## src/rtl/usdt_pkg.sv

```systemverilog
// ----------------------------------------------------------------------------
// UDP socket demultiplexer table: shared types and constants
// Operation and status codes, the broadcast command bus and the token that
// travels along the row of socket cells.
// ----------------------------------------------------------------------------
package usdt_pkg;

    localparam logic [1:0] OP_RECV    = 2'd0;
    localparam logic [1:0] OP_CONNECT = 2'd1;
    localparam logic [1:0] OP_LISTEN  = 2'd2;
    localparam logic [1:0] OP_CLOSE   = 2'd3;

    localparam logic [2:0] ST_OK         = 3'd0;
    localparam logic [2:0] ST_SHORT      = 3'd1;
    localparam logic [2:0] ST_NOMATCH    = 3'd2;
    localparam logic [2:0] ST_FULL       = 3'd3;
    localparam logic [2:0] ST_BAD_HANDLE = 3'd4;

    localparam logic [15:0] UDP_HDR_BYTES   = 16'd8;
    localparam logic [15:0] FIRST_AUTO_PORT = 16'd1024;

    typedef enum logic [2:0] {
        CMD_NONE,
        CMD_RECV,
        CMD_CONNECT,
        CMD_LISTEN,
        CMD_CLOSE
    } t_cmd;

    typedef enum logic [1:0] {
        S_IDLE,
        S_BUSY,
        S_DONE
    } t_state;

    typedef struct packed {
        t_cmd        cmd;
        logic [31:0] src_ip;
        logic [31:0] dst_ip;
        logic [15:0] sport;
        logic [15:0] dport;
        logic [31:0] peer_ip;
        logic [15:0] target_port;
        logic [3:0]  close_handle;
        logic [31:0] host_ip;
        logic [15:0] auto_port;
    } t_bus;

    typedef struct packed {
        logic active;
        logic found;
    } t_token;

endpackage

```

## src/rtl/udp_socket_demux_table_core.sv

```systemverilog
// ----------------------------------------------------------------------------
// UDP socket demultiplexer table: top level
// Receive lookup, connect, listen and close on a row of socket cells.
//
// Channel   Dir  tdata (low bit up)                                 tuser
// s_axis    in   src_ip, dst_ip, source port, destination port,     operation
//                packet_length, peer_ip, target_port, close_handle
//                (168 bits)
// m_axis    out  handle, payload_length, assigned_port (40 bits)     status
// cfg       in   i_cfg_wdata = host_ip, written when i_cfg_we is high
//
// One transaction is worked on at a time, from acceptance to the next
// acceptance: a token walks the cell row one cell per cycle, then the result
// is captured and loaded into the output register.
// The result is loaded once the output register is free, so it waits while the
// previous result is still stalled.
// Reset is synchronous and clears the table and sets the port counter to 1024.
// ----------------------------------------------------------------------------
module udp_socket_demux_table_core #(
    parameter int unsigned TABLE_ENTRIES = 16
) (
    input  logic         i_clk,
    input  logic         i_rst_n,
    input  logic         i_cfg_we,
    input  logic [31:0]  i_cfg_wdata,
    input  logic         s_axis_tvalid,
    output logic         s_axis_tready,
    // src_ip, dst_ip, source port, destination port, packet_length, peer_ip,
    // target_port, close_handle, zero padding
    input  logic [167:0] s_axis_tdata,
    // operation
    input  logic [1:0]   s_axis_tuser,
    output logic         m_axis_tvalid,
    input  logic         m_axis_tready,
    // handle, payload_length, assigned_port, zero padding
    output logic [39:0]  m_axis_tdata,
    // status
    output logic [2:0]   m_axis_tuser
);

    localparam int unsigned IDX_W = $clog2(TABLE_ENTRIES);
    localparam int unsigned HND_W = (IDX_W > 4) ? IDX_W : 4;

    usdt_pkg::t_state r_state;
    usdt_pkg::t_state n_state;
    usdt_pkg::t_bus   r_bus;
    usdt_pkg::t_bus   w_bus;
    logic [31:0]      r_host_ip;
    logic [15:0]      r_next_port;
    logic [15:0]      r_plen;
    logic             r_inject;
    logic             r_found;
    logic [IDX_W-1:0] r_hnd;
    logic             r_out_valid;
    logic [2:0]       r_out_status;
    logic [3:0]       r_out_handle;
    logic [15:0]      r_out_payload;
    logic [15:0]      r_out_aport;

    usdt_pkg::t_token w_tok [TABLE_ENTRIES+1];
    logic [IDX_W-1:0] w_hnd [TABLE_ENTRIES+1];

    logic             w_accept;
    logic             w_out_free;
    logic             w_load_out;
    logic             w_return;
    usdt_pkg::t_cmd   w_cmd_in;
    logic [15:0]      w_plen_in;
    logic [HND_W-1:0] w_hnd_ext;
    logic [2:0]       w_res_status;
    logic [3:0]       w_res_handle;
    logic [15:0]      w_res_payload;
    logic [15:0]      w_res_aport;
    logic             w_bump_port;

    assign w_accept   = s_axis_tvalid && s_axis_tready;
    assign w_out_free = !r_out_valid || m_axis_tready;
    assign w_return   = w_tok[TABLE_ENTRIES].active;
    assign w_plen_in  = s_axis_tdata[111:96];

    always_comb begin
        unique case (s_axis_tuser)
            usdt_pkg::OP_RECV: begin
                w_cmd_in = (w_plen_in < usdt_pkg::UDP_HDR_BYTES) ? usdt_pkg::CMD_NONE
                                                                  : usdt_pkg::CMD_RECV;
            end
            usdt_pkg::OP_CONNECT: w_cmd_in = usdt_pkg::CMD_CONNECT;
            usdt_pkg::OP_LISTEN:  w_cmd_in = usdt_pkg::CMD_LISTEN;
            usdt_pkg::OP_CLOSE:   w_cmd_in = usdt_pkg::CMD_CLOSE;
            default:              w_cmd_in = usdt_pkg::CMD_NONE;
        endcase
    end

    always_comb begin
        n_state = r_state;
        unique case (r_state)
            usdt_pkg::S_IDLE: begin
                if (w_accept) begin
                    n_state = usdt_pkg::S_BUSY;
                end
            end
            usdt_pkg::S_BUSY: begin
                if (w_return) begin
                    n_state = usdt_pkg::S_DONE;
                end
            end
            usdt_pkg::S_DONE: begin
                if (w_out_free) begin
                    n_state = usdt_pkg::S_IDLE;
                end
            end
            default: n_state = usdt_pkg::S_IDLE;
        endcase
    end

    always_comb begin
        s_axis_tready = (r_state == usdt_pkg::S_IDLE);
        w_load_out    = (r_state == usdt_pkg::S_DONE) && w_out_free;
    end

    always_comb begin
        w_bus           = r_bus;
        w_bus.host_ip   = r_host_ip;
        w_bus.auto_port = r_next_port;
    end

    assign w_tok[0] = '{active: r_inject, found: 1'b0};
    assign w_hnd[0] = '0;

    for (genvar g = 0; g < TABLE_ENTRIES; g++) begin : g_cell
        usdt_cell #(
            .TABLE_ENTRIES (TABLE_ENTRIES),
            .CELL_INDEX    (g)
        ) u_cell (
            .i_clk    (i_clk),
            .i_rst_n  (i_rst_n),
            .i_bus    (w_bus),
            .i_tok    (w_tok[g]),
            .i_handle (w_hnd[g]),
            .o_tok    (w_tok[g+1]),
            .o_handle (w_hnd[g+1])
        );
    end

    assign w_hnd_ext = HND_W'(r_hnd);

    always_comb begin
        w_res_status  = usdt_pkg::ST_OK;
        w_res_handle  = r_found ? w_hnd_ext[3:0] : 4'd0;
        w_res_payload = 16'd0;
        w_res_aport   = 16'd0;
        w_bump_port   = 1'b0;
        unique case (r_bus.cmd)
            usdt_pkg::CMD_NONE: begin
                w_res_status = usdt_pkg::ST_SHORT;
            end
            usdt_pkg::CMD_RECV: begin
                w_res_status  = r_found ? usdt_pkg::ST_OK : usdt_pkg::ST_NOMATCH;
                w_res_payload = r_found ? (r_plen - usdt_pkg::UDP_HDR_BYTES) : 16'd0;
            end
            usdt_pkg::CMD_CONNECT: begin
                w_res_status = r_found ? usdt_pkg::ST_OK : usdt_pkg::ST_FULL;
                w_res_aport  = r_found ? r_next_port : 16'd0;
                w_bump_port  = r_found;
            end
            usdt_pkg::CMD_LISTEN: begin
                w_res_status = r_found ? usdt_pkg::ST_OK : usdt_pkg::ST_FULL;
                w_res_aport  = r_found ? r_bus.target_port : 16'd0;
            end
            usdt_pkg::CMD_CLOSE: begin
                w_res_status = r_found ? usdt_pkg::ST_OK : usdt_pkg::ST_BAD_HANDLE;
                w_res_handle = r_bus.close_handle;
            end
            default: begin
                w_res_status = usdt_pkg::ST_SHORT;
            end
        endcase
    end

    always_ff @(posedge i_clk) begin
        if (!i_rst_n) begin
            r_state     <= usdt_pkg::S_IDLE;
            r_host_ip   <= 32'd0;
            r_next_port <= usdt_pkg::FIRST_AUTO_PORT;
            r_inject    <= 1'b0;
            r_out_valid <= 1'b0;
        end else begin
            r_state  <= n_state;
            r_inject <= w_accept;
            if (i_cfg_we) begin
                r_host_ip <= i_cfg_wdata;
            end
            if (w_load_out && w_bump_port) begin
                r_next_port <= r_next_port + 16'd1;
            end
            if (w_load_out) begin
                r_out_valid <= 1'b1;
            end else if (m_axis_tready) begin
                r_out_valid <= 1'b0;
            end
        end
    end

    always_ff @(posedge i_clk) begin
        if (w_accept) begin
            r_bus.cmd          <= w_cmd_in;
            r_bus.src_ip       <= s_axis_tdata[31:0];
            r_bus.dst_ip       <= s_axis_tdata[63:32];
            r_bus.sport        <= s_axis_tdata[79:64];
            r_bus.dport        <= s_axis_tdata[95:80];
            r_plen             <= w_plen_in;
            r_bus.peer_ip      <= s_axis_tdata[143:112];
            r_bus.target_port  <= s_axis_tdata[159:144];
            r_bus.close_handle <= s_axis_tdata[163:160];
            r_bus.host_ip      <= 32'd0;
            r_bus.auto_port    <= 16'd0;
        end
        if (w_return) begin
            r_found <= w_tok[TABLE_ENTRIES].found;
            r_hnd   <= w_hnd[TABLE_ENTRIES];
        end
        if (w_load_out) begin
            r_out_status  <= w_res_status;
            r_out_handle  <= w_res_handle;
            r_out_payload <= w_res_payload;
            r_out_aport   <= w_res_aport;
        end
    end

    assign m_axis_tvalid = r_out_valid;
    assign m_axis_tuser  = r_out_status;
    assign m_axis_tdata  = {4'd0, r_out_aport, r_out_payload, r_out_handle};

endmodule

```

## src/rtl/usdt_cell.sv

```systemverilog
// ----------------------------------------------------------------------------
// UDP socket demultiplexer table: socket cell
// Holds one table entry. A token passes through once per transaction; the
// first cell that can serve the command claims it and updates its entry.
// ----------------------------------------------------------------------------
module usdt_cell #(
    parameter int unsigned TABLE_ENTRIES = 16,
    parameter int unsigned CELL_INDEX    = 0
) (
    input  logic                             i_clk,
    input  logic                             i_rst_n,
    input  usdt_pkg::t_bus                   i_bus,
    input  usdt_pkg::t_token                 i_tok,
    input  logic [$clog2(TABLE_ENTRIES)-1:0] i_handle,
    output usdt_pkg::t_token                 o_tok,
    output logic [$clog2(TABLE_ENTRIES)-1:0] o_handle
);

    localparam int unsigned IDX_W = $clog2(TABLE_ENTRIES);
    localparam int unsigned CMP_W = (IDX_W > 4) ? IDX_W : 4;

    logic             r_valid;
    logic             r_listen;
    logic [31:0]      r_lip;
    logic [15:0]      r_lport;
    logic [31:0]      r_rip;
    logic [15:0]      r_rport;
    usdt_pkg::t_token r_tok;
    logic [IDX_W-1:0] r_handle;

    logic             n_valid;
    logic             n_listen;
    logic [31:0]      n_rip;
    logic [15:0]      n_rport;

    logic             w_live;
    logic             w_hit_recv;
    logic             w_hit_open;
    logic             w_hit_close;
    logic             w_hit;
    logic             w_connect;
    logic [CMP_W-1:0] w_ch;
    logic [CMP_W-1:0] w_me;

    assign w_live    = i_tok.active && !i_tok.found;
    assign w_connect = (i_bus.cmd == usdt_pkg::CMD_CONNECT);
    assign w_ch      = CMP_W'(i_bus.close_handle);
    assign w_me      = CMP_W'(CELL_INDEX);

    assign w_hit_recv = w_live && (i_bus.cmd == usdt_pkg::CMD_RECV) && r_valid
                        && (r_lip == i_bus.dst_ip) && (r_lport == i_bus.dport)
                        && (((r_rip == i_bus.src_ip) && (r_rport == i_bus.sport))
                            || r_listen);
    assign w_hit_open = w_live && !r_valid
                        && ((i_bus.cmd == usdt_pkg::CMD_CONNECT)
                            || (i_bus.cmd == usdt_pkg::CMD_LISTEN));
    assign w_hit_close = w_live && (i_bus.cmd == usdt_pkg::CMD_CLOSE) && r_valid
                         && (w_ch == w_me);
    assign w_hit = w_hit_recv || w_hit_open || w_hit_close;

    always_comb begin
        n_valid  = r_valid;
        n_listen = r_listen;
        n_rip    = r_rip;
        n_rport  = r_rport;
        if (w_hit_recv && r_listen) begin
            n_rip   = i_bus.src_ip;
            n_rport = i_bus.sport;
        end
        if (w_hit_open) begin
            n_valid  = 1'b1;
            n_listen = !w_connect;
            n_rip    = w_connect ? i_bus.peer_ip : 32'd0;
            n_rport  = w_connect ? i_bus.target_port : 16'd0;
        end
        if (w_hit_close) begin
            n_valid  = 1'b0;
            n_listen = 1'b0;
        end
    end

    always_ff @(posedge i_clk) begin
        if (!i_rst_n) begin
            r_valid  <= 1'b0;
            r_listen <= 1'b0;
            r_tok    <= '0;
        end else begin
            r_valid      <= n_valid;
            r_listen     <= n_listen;
            r_tok.active <= i_tok.active;
            r_tok.found  <= i_tok.found || w_hit;
        end
    end

    always_ff @(posedge i_clk) begin
        r_rip    <= n_rip;
        r_rport  <= n_rport;
        r_handle <= w_hit ? IDX_W'(CELL_INDEX) : i_handle;
        if (w_hit_open) begin
            r_lip   <= i_bus.host_ip;
            r_lport <= w_connect ? i_bus.auto_port : i_bus.target_port;
        end
    end

    assign o_tok    = r_tok;
    assign o_handle = r_handle;

endmodule

```

## config.mk

```make
export PLATFORM = sky130hd
export DESIGN_NAME = udp_socket_demux_table_core
export DESIGN_NICKNAME = d
export VERILOG_FILES = /design/src/rtl/usdt_pkg.sv /design/src/rtl/udp_socket_demux_table_core.sv /design/src/rtl/usdt_cell.sv
export SDC_FILE = /design/constraint.sdc
export NUM_CORES = 2
export LEC_CHECK = 0
export ABC_CLOCK_PERIOD_IN_PS = 5420
export BUFFER_PORTS_ARGS = -buffer_cell sky130_fd_sc_hd__buf_2
export CAP_MARGIN = 10
export CORE_MARGIN = 3
export CORE_UTILIZATION = 50
export DETAILED_ROUTE_END_ITERATION = 16
export GPL_TIMING_DRIVEN = 1
export PLACE_DENSITY_LB_ADDON = 0.3
export SYNTH_ARGS = -nofsm -noshare
export SYNTH_HDL_FRONTEND = slang
export SYNTH_SLANG_ARGS = --single-unit
export TNS_END_PERCENT = 20
```

## constraint.sdc

```tcl
create_clock -name i_clk -period 5.42 [get_ports i_clk]
set_input_delay 0.542 -clock i_clk [delete_from_list [all_inputs] [get_ports i_clk]]
set_output_delay 0.542 -clock i_clk [all_outputs]
set_load 0.05 [all_outputs]
```

Yosys cells after proc, flatten, opt, wreduce, memory -nomap -nowiden
Index checks and enable logic that the tools add are counted.

Word-level logic and storage cells: 690. Output and inout port bits: 45. Flip-flop bits (word level): 1912. Bits of input ports: 207.

Multiplexer cells: 85. $add $sub $neg: 2. Equality and inequality tests: 91. Bitwise logic cells: 1. Reduce and logical (&&, ||, !) cells: 347. Magnitude comparators: 1.

Operators by type and width (count): $mux W32 (33); $eq A32 B32 Y1 (32); $mux W16 (36); $eq A16 B16 Y1 (32); $logic_and A1 B1 Y1 (210); $logic_or A1 B1 Y1 (65); $reduce_bool A2 Y1 (17); $reduce_or A2 Y1 (17); $logic_not A1 Y1 (33); $eq A4 B4 Y1 const B (8); $pmux W16 S2 (1); $add A16 B1 Y16 const B (1); $eq A4 B3 Y1 const B (4); $lt A16 B4 Y1 const B (1); $sub A16 B4 Y16 const B (1); $pmux W3 S4 (1); $mux W2 (5); $pmux W3 S3 (1); $eq A4 B2 Y1 const B (2); $mux W4 (2); $eq A2 B2 Y1 const B (3); $eq A3 B2 Y1 const B (2); $pmux W2 S3 (1); $eq A2 B1 Y1 const B (2); 12 further kinds (17).

Depth between registers and ports, before layout
Word-level depth: 10. Mapped depth: 10. Depth with buffers taken out: 6.

Hierarchy
Synthesis repeated with hierarchy kept, for this count alone.

Cell total of the unflattened synthesis: 7824. Area total of the unflattened synthesis: 94723.3 sq um.

By module, submodules not included: usdt_cell at g_cell[10].u_cell ... (sequential area each 3042.9 sq um, cells each 458, instances 5, area an instance 5383.9 sq um); usdt_cell at g_cell[1].u_cell ... (sequential area each 3042.9 sq um, cells each 462, instances 2, area an instance 5393.9 sq um); usdt_cell at g_cell[4].u_cell ... (sequential area each 3042.9 sq um, cells each 460, instances 2, area an instance 5380.2 sq um); usdt_cell at g_cell[11].u_cell ... (sequential area each 3042.9 sq um, cells each 448, instances 2, area an instance 5283.8 sq um); usdt_cell at g_cell[13].u_cell ... (sequential area each 3042.9 sq um, cells each 449, instances 2, area an instance 5282.6 sq um); udp_socket_demux_table_core (sequential area each 7377.1 sq um, cells each 529, instances 1, area an instance 9069.9 sq um); usdt_cell at g_cell[3].u_cell (sequential area each 3042.9 sq um, cells each 459, instances 1, area an instance 5386.4 sq um); usdt_cell at g_cell[0].u_cell (sequential area each 3042.9 sq um, cells each 460, instances 1, area an instance 5383.9 sq um); usdt_cell at g_cell[15].u_cell (sequential area each 3042.9 sq um, cells each 448, instances 1, area an instance 5282.6 sq um).

Worst setup path after synthesis
Ideal clock, no wire load.

Path kind: register -> register. Start point: reg r_bus[197] (netlist bit). End point: reg g_cell[6].u_cell.r_rip[0] (enable). Clock period less this slack: 5847 ps. Data arrival time: 5326 ps. Slack: -427 ps. Data required time: 4900 ps. Stages on the path, launching flop included: 7. Setup time: 520 ps. Path buffers: 1. Cell sequence: edfxtp_1 -> or3b_4 -> buf_6 -> nor4_1 -> nand4_1 -> or4_4 -> o21ai_0.

Word-level cells in the longest chain between the ends: 8. Elaborated cells between the ends (all ways): 12. Those cells by class: 3 x eq/ne; 9 x reduce/logical.

RTL lines: start: declaration (line udp_socket_demux_table_core.sv:46) `usdt_pkg::t_bus r_bus;`; $eq A3 B1 Y1 (line usdt_cell.sv:50) `assign w_hit_recv = w_live && (i_bus.cmd == usdt_pkg::CMD_RECV) && r_valid`; $logic_and A1 B1 Y1 (2 in a row) (line usdt_cell.sv:50); $logic_and A1 B1 Y1 (2 in a row) (line usdt_cell.sv:51) `&& (r_lip == i_bus.dst_ip) && (r_lport == i_bus.dport)`; $logic_and A1 B1 Y1 (line usdt_cell.sv:52) `&& (((r_rip == i_bus.src_ip) && (r_rport == i_bus.sport))`; $logic_and A1 B1 Y1 (line usdt_cell.sv:66) `if (w_hit_recv && r_listen) begin`; $reduce_bool A2 Y1 (no line) (*); end signal: assignment (line usdt_cell.sv:96) `r_rip <= n_rip;`; end: declaration (line usdt_cell.sv:26) `logic [31:0] r_rip;`.

Mark *: on every way between the ends. The rest lies on a longest branch, timed or not. A chain may end at the register's enable or synchronous reset.

Worst setup path after layout
Start point: reg r_bus[144] (netlist bit). End point: reg g_cell[2].u_cell.r_rip[14] (enable).

Word-level cells in the longest chain between the ends: 6.

RTL lines (line): $eq A32 B32 Y1 (usdt_cell.sv:51); $logic_and A1 B1 Y1 (2 in a row) (usdt_cell.sv:51); $logic_and A1 B1 Y1 (usdt_cell.sv:52); $logic_and A1 B1 Y1 (usdt_cell.sv:66); $reduce_bool A2 Y1 (no line); end signal: assignment (usdt_cell.sv:96); end: declaration (usdt_cell.sv:26).

Every way passes these cells.

==> impl_results.md <==
- Run status: finished, final reports clean
- Commonest non-fill, non-tap cell in the layout: edfxtp_1
- Leakage: ~34 nW
- Worst skew pair latency: ~0.84 ns
- Clock Pin Slew Worst Setup and Hold Paths: roughly 0.060 ns
- Internal power: 24.39 mW
- Port-buffer cells: between 200 and 250
- Global routing usage on met2: about half
- Synth unique cells: a little under 60
- Comb pwr share: 6.5%
- GRT Resource Usage Total: between 30% and 40%
- Via density: 5.950
- Initial antenna violation count: 18
- Number of synthesized flops with an enable pin: approximately 1700
- DR pass1 iterations: 6
- Clock skew: 0.03272 ns
- Worst Path Max Fanout: 32
- Final worst slack: between 1 and 1.5 ns
- # setup viols final: 0
- Synth-to-Final Area Change: 14.65%
- Ports: ~250
- RSZ-0062 raised after global routing: no
- Hold Crit Endpoint: r_host_ip[30]$_SDFFE_PN0P_
- Kind of critical path: flip-flop to flip-flop
- Pwr/cell area: around 320 nW/um2
- Top cells by area, synth: edfxtp_1, xnor2_1, xor2_1
- Initial Utilization: between 50% and 60%
- RD Place Congestion: ~0.9
- Sequential power share: between 50% and 60%
- Hold Path Stages: 3
- Fmax: between 200 and 250 MHz
- Ys async rst share: 0%
- Nets: 7320
- Residual DRC: 0
- Reg2reg start: r_bus[144]$_DFFE_PP_
- Clock root buffer: clkbuf_16
- Ys Warns: 0
- Crit. End Element: flip-flop
- Crit path required time: between 5 and 6 ns
- Net Sw Frac: a little under a quarter
- Setup Buffers After CTS: 0
- Total CTS buffers: 190
- Share of layout cells above drive strength 1: about 13%
- Slew Viols, Final: 0
- WHS: approximately 0.047 ns
- Cell Rows: ~150
- Leading cell types in the layout, fill and taps excluded: edfxtp_1, xnor2_1, nand2_1
- H-Tree Depth: 4
- Hold path start: i_cfg_wdata[30]
- Max VDD drop: approximately 320 uV
- Dpl hpwl: 175600 um
- GR Util met3: 5.325%
- #FFs+latches synth: between 1500 and 2000
- Busiest layer in global routing: met2
- Finished Layout Cells: 9500
- Setup WS pre-CTS: 1.229 ns
- R2R setup slack: roughly 1.1 ns
- GRT met1 Usage: around two fifths
- Cells after synthesis: a little under 7000
- DR vias: 56525
- Syn avg cell area: 12.67 um2
- DIE AREA: 175900 um2
- Placed Cells: 8937
- First DRT Iteration DRCs: between 8000 and 9000
- Final hold violations: 0
- DR WL/cell: a little under 30 um
- Grt total ovfl: 0
- Clock Path Buffers: 3
- Hold Path Class: primary input to flip-flop
- Reg2Reg Depth: 9
- Post-route ant nets: 0
- Top FF cell, synth: edfxtp_1
- Die X: between 400 and 500 um
- Top-area cell type share of the netlist area: roughly three fifths
- Worst-margin pin slew: between 1 and 1.5 ns
- Chip height: 419.4 um
- Yosys top cell by area: edfxtp_1
- Tcrit/Tclk final: approximately 80%
- WL final: roughly 280000 um
- Synthesized area: 85460 um2
- CP arrival: 4.84 ns
- Max Cap Viol: 0
- Clk sinks: around 1900
- Switching Power: between 7 and 8 mW
- Core Area: 169700 um2
- Worst flop-to-flop path endpoint: g_cell[2].u_cell.r_rip[14]$_DFFE_PP_
- Seq/Total Area, Yosys: approximately two thirds
- Largest net degree at the start of global routing: 107
- Tmin final: roughly 4.3 ns
- Clock network fraction of design power: about two fifths
- CP Launch Type: flip-flop
- Slew headroom: approximately a tenth
- Vias in the first global route: between 50000 and 60000
- TritonCTS clock tree: yes
- First-pass GRT wire length: just under 400000 um
## routing by layer
layer  vias to the layer above  part of all wire, %
met5                         -                0.019
met3                       807                   11
met1                     27614                   36
met2                      3598                   47
li1                      24500                    -
met4                         6                  6.7
## power groups by stage
stage | Sequential [mW] | Clock (mW) | Combinational [mW]
after floorplan | 16.6 | 0 | 1.22
after global placement | 16.9 | 0 | 1.85
after detailed placement | 16.9 | 0 | 1.90
after CTS | 16.6 | 13.2 | 2.03
after global routing | 16.6 | 13.7 | 2.18
final | 16.6 | 13.1 | 2.06
## metrics by stage
step	instance area [um2]	power (mW)	setup TNS [ns]	util, %
after floorplan	85470	17.85	-131.91	-
after global placement	89880	18.74	0	52.98
after detailed placement	89880	18.79	0	52.98
after CTS	97960	31.75	0	57.74
after global routing	97970	32.49	0	57.75
final	97990	31.71	0	57.75
## synthesized netlist by cell type, types with 33 or more instances
cell      count
xor2_1      576
nand4_1     268
nor2b_1      37
mux2i_1      49
nand2_1     888
xnor2_1     974
buf_2       118
dfxtp_1     165
o21ai_0     787
edfxtp_1   1747
and2_1       33
inv_1        59
clkbuf_1    365
buf_1        69
nor4_1      202
nor2_1      100
## critical path: stages (launching register included)
cell and delay [ns]:
edfxtp_1 1.04, buf_4 0.35, xor2_1 0.09, nor4_1 0.45, nand4_1 0.31, nor4_1 0.68, buf_4 0.25, nand2_1 0.06
nand2_2 0.42, buf_12 0.30
## repair_timing
| item | 4_1_cts | 5_1_grt |
|---|---|---|
| hold endpoints to repair | 198 | 0 |
| gates resized for setup | 0 | 0 |
| endpoints found under the setup margin | 0 | 0 |
| hold buffers | 197 | 0 |
## cell type report
| cell class | count | area, um2 |
|---|---|---|
| timing repair buffer | 728 | 5590 |
| multi-input combinational | 4217 | 27500 |
| clock buffer | 255 | 5204 |
| sequential | 1912 | 55760 |
| clock inverter | 100 | 900.9 |
| inverter | 59 | 221.5 |
| fill | 13473 | 71680 |
| tap | 2218 | 2775 |
| antenna | 11 | 27.53 |
## logic make-up after synthesis
family,after synthesis,share of synthesized area (%)
XOR/XNOR,1550,15.88
buffers and inverters,617,2.913
other,1,0.004388
flip-flops,1912,65.25
AND/OR/NAND/NOR,1710,9.704
multiplexers,65,0.7847
AO/OA/AOI/OAI,883,5.388
adder cells (fa/ha/maj),5,0.07320
## worst max path at each step
stage | slack [ns] | to | depth (start not counted) | start
2_1_floorplan | -0.42 | g_cell[13].u_cell.r_rip[0]$_DFFE_PP_ | 6 | r_bus[197]$_DFFE_PP_
3_3_place_gp | 1.26 | g_cell[2].u_cell.r_rport[5]$_DFFE_PP_ | 9 | r_bus[144]$_DFFE_PP_
3_5_place_dp | 1.23 | g_cell[2].u_cell.r_rip[19]$_DFFE_PP_ | 9 | r_bus[144]$_DFFE_PP_
4_1_cts | 1.21 | g_cell[2].u_cell.r_rport[14]$_DFFE_PP_ | 9 | r_bus[144]$_DFFE_PP_
5_1_grt | 1.07 | g_cell[2].u_cell.r_rip[23]$_DFFE_PP_ | 9 | r_bus[196]$_DFFE_PP_
6_report | 1.09 | g_cell[2].u_cell.r_rip[14]$_DFFE_PP_ | 9 | r_bus[144]$_DFFE_PP_
## sequential cells by signal (all words and copies together) (netlist names), 32 cells and up
| register | flops |
|---|---|
| g_cell.u_cell.r_lport | 256 |
| g_cell.u_cell.r_rip | 512 |
| g_cell.u_cell.o_tok | 32 |
| g_cell.u_cell.o_handle | 49 |
| g_cell.u_cell.r_rport | 256 |
| r_bus | 151 |
| g_cell.u_cell.r_lip | 512 |
| r_host_ip | 32 |
Note: power is estimated with default switching activity, not from simulation.
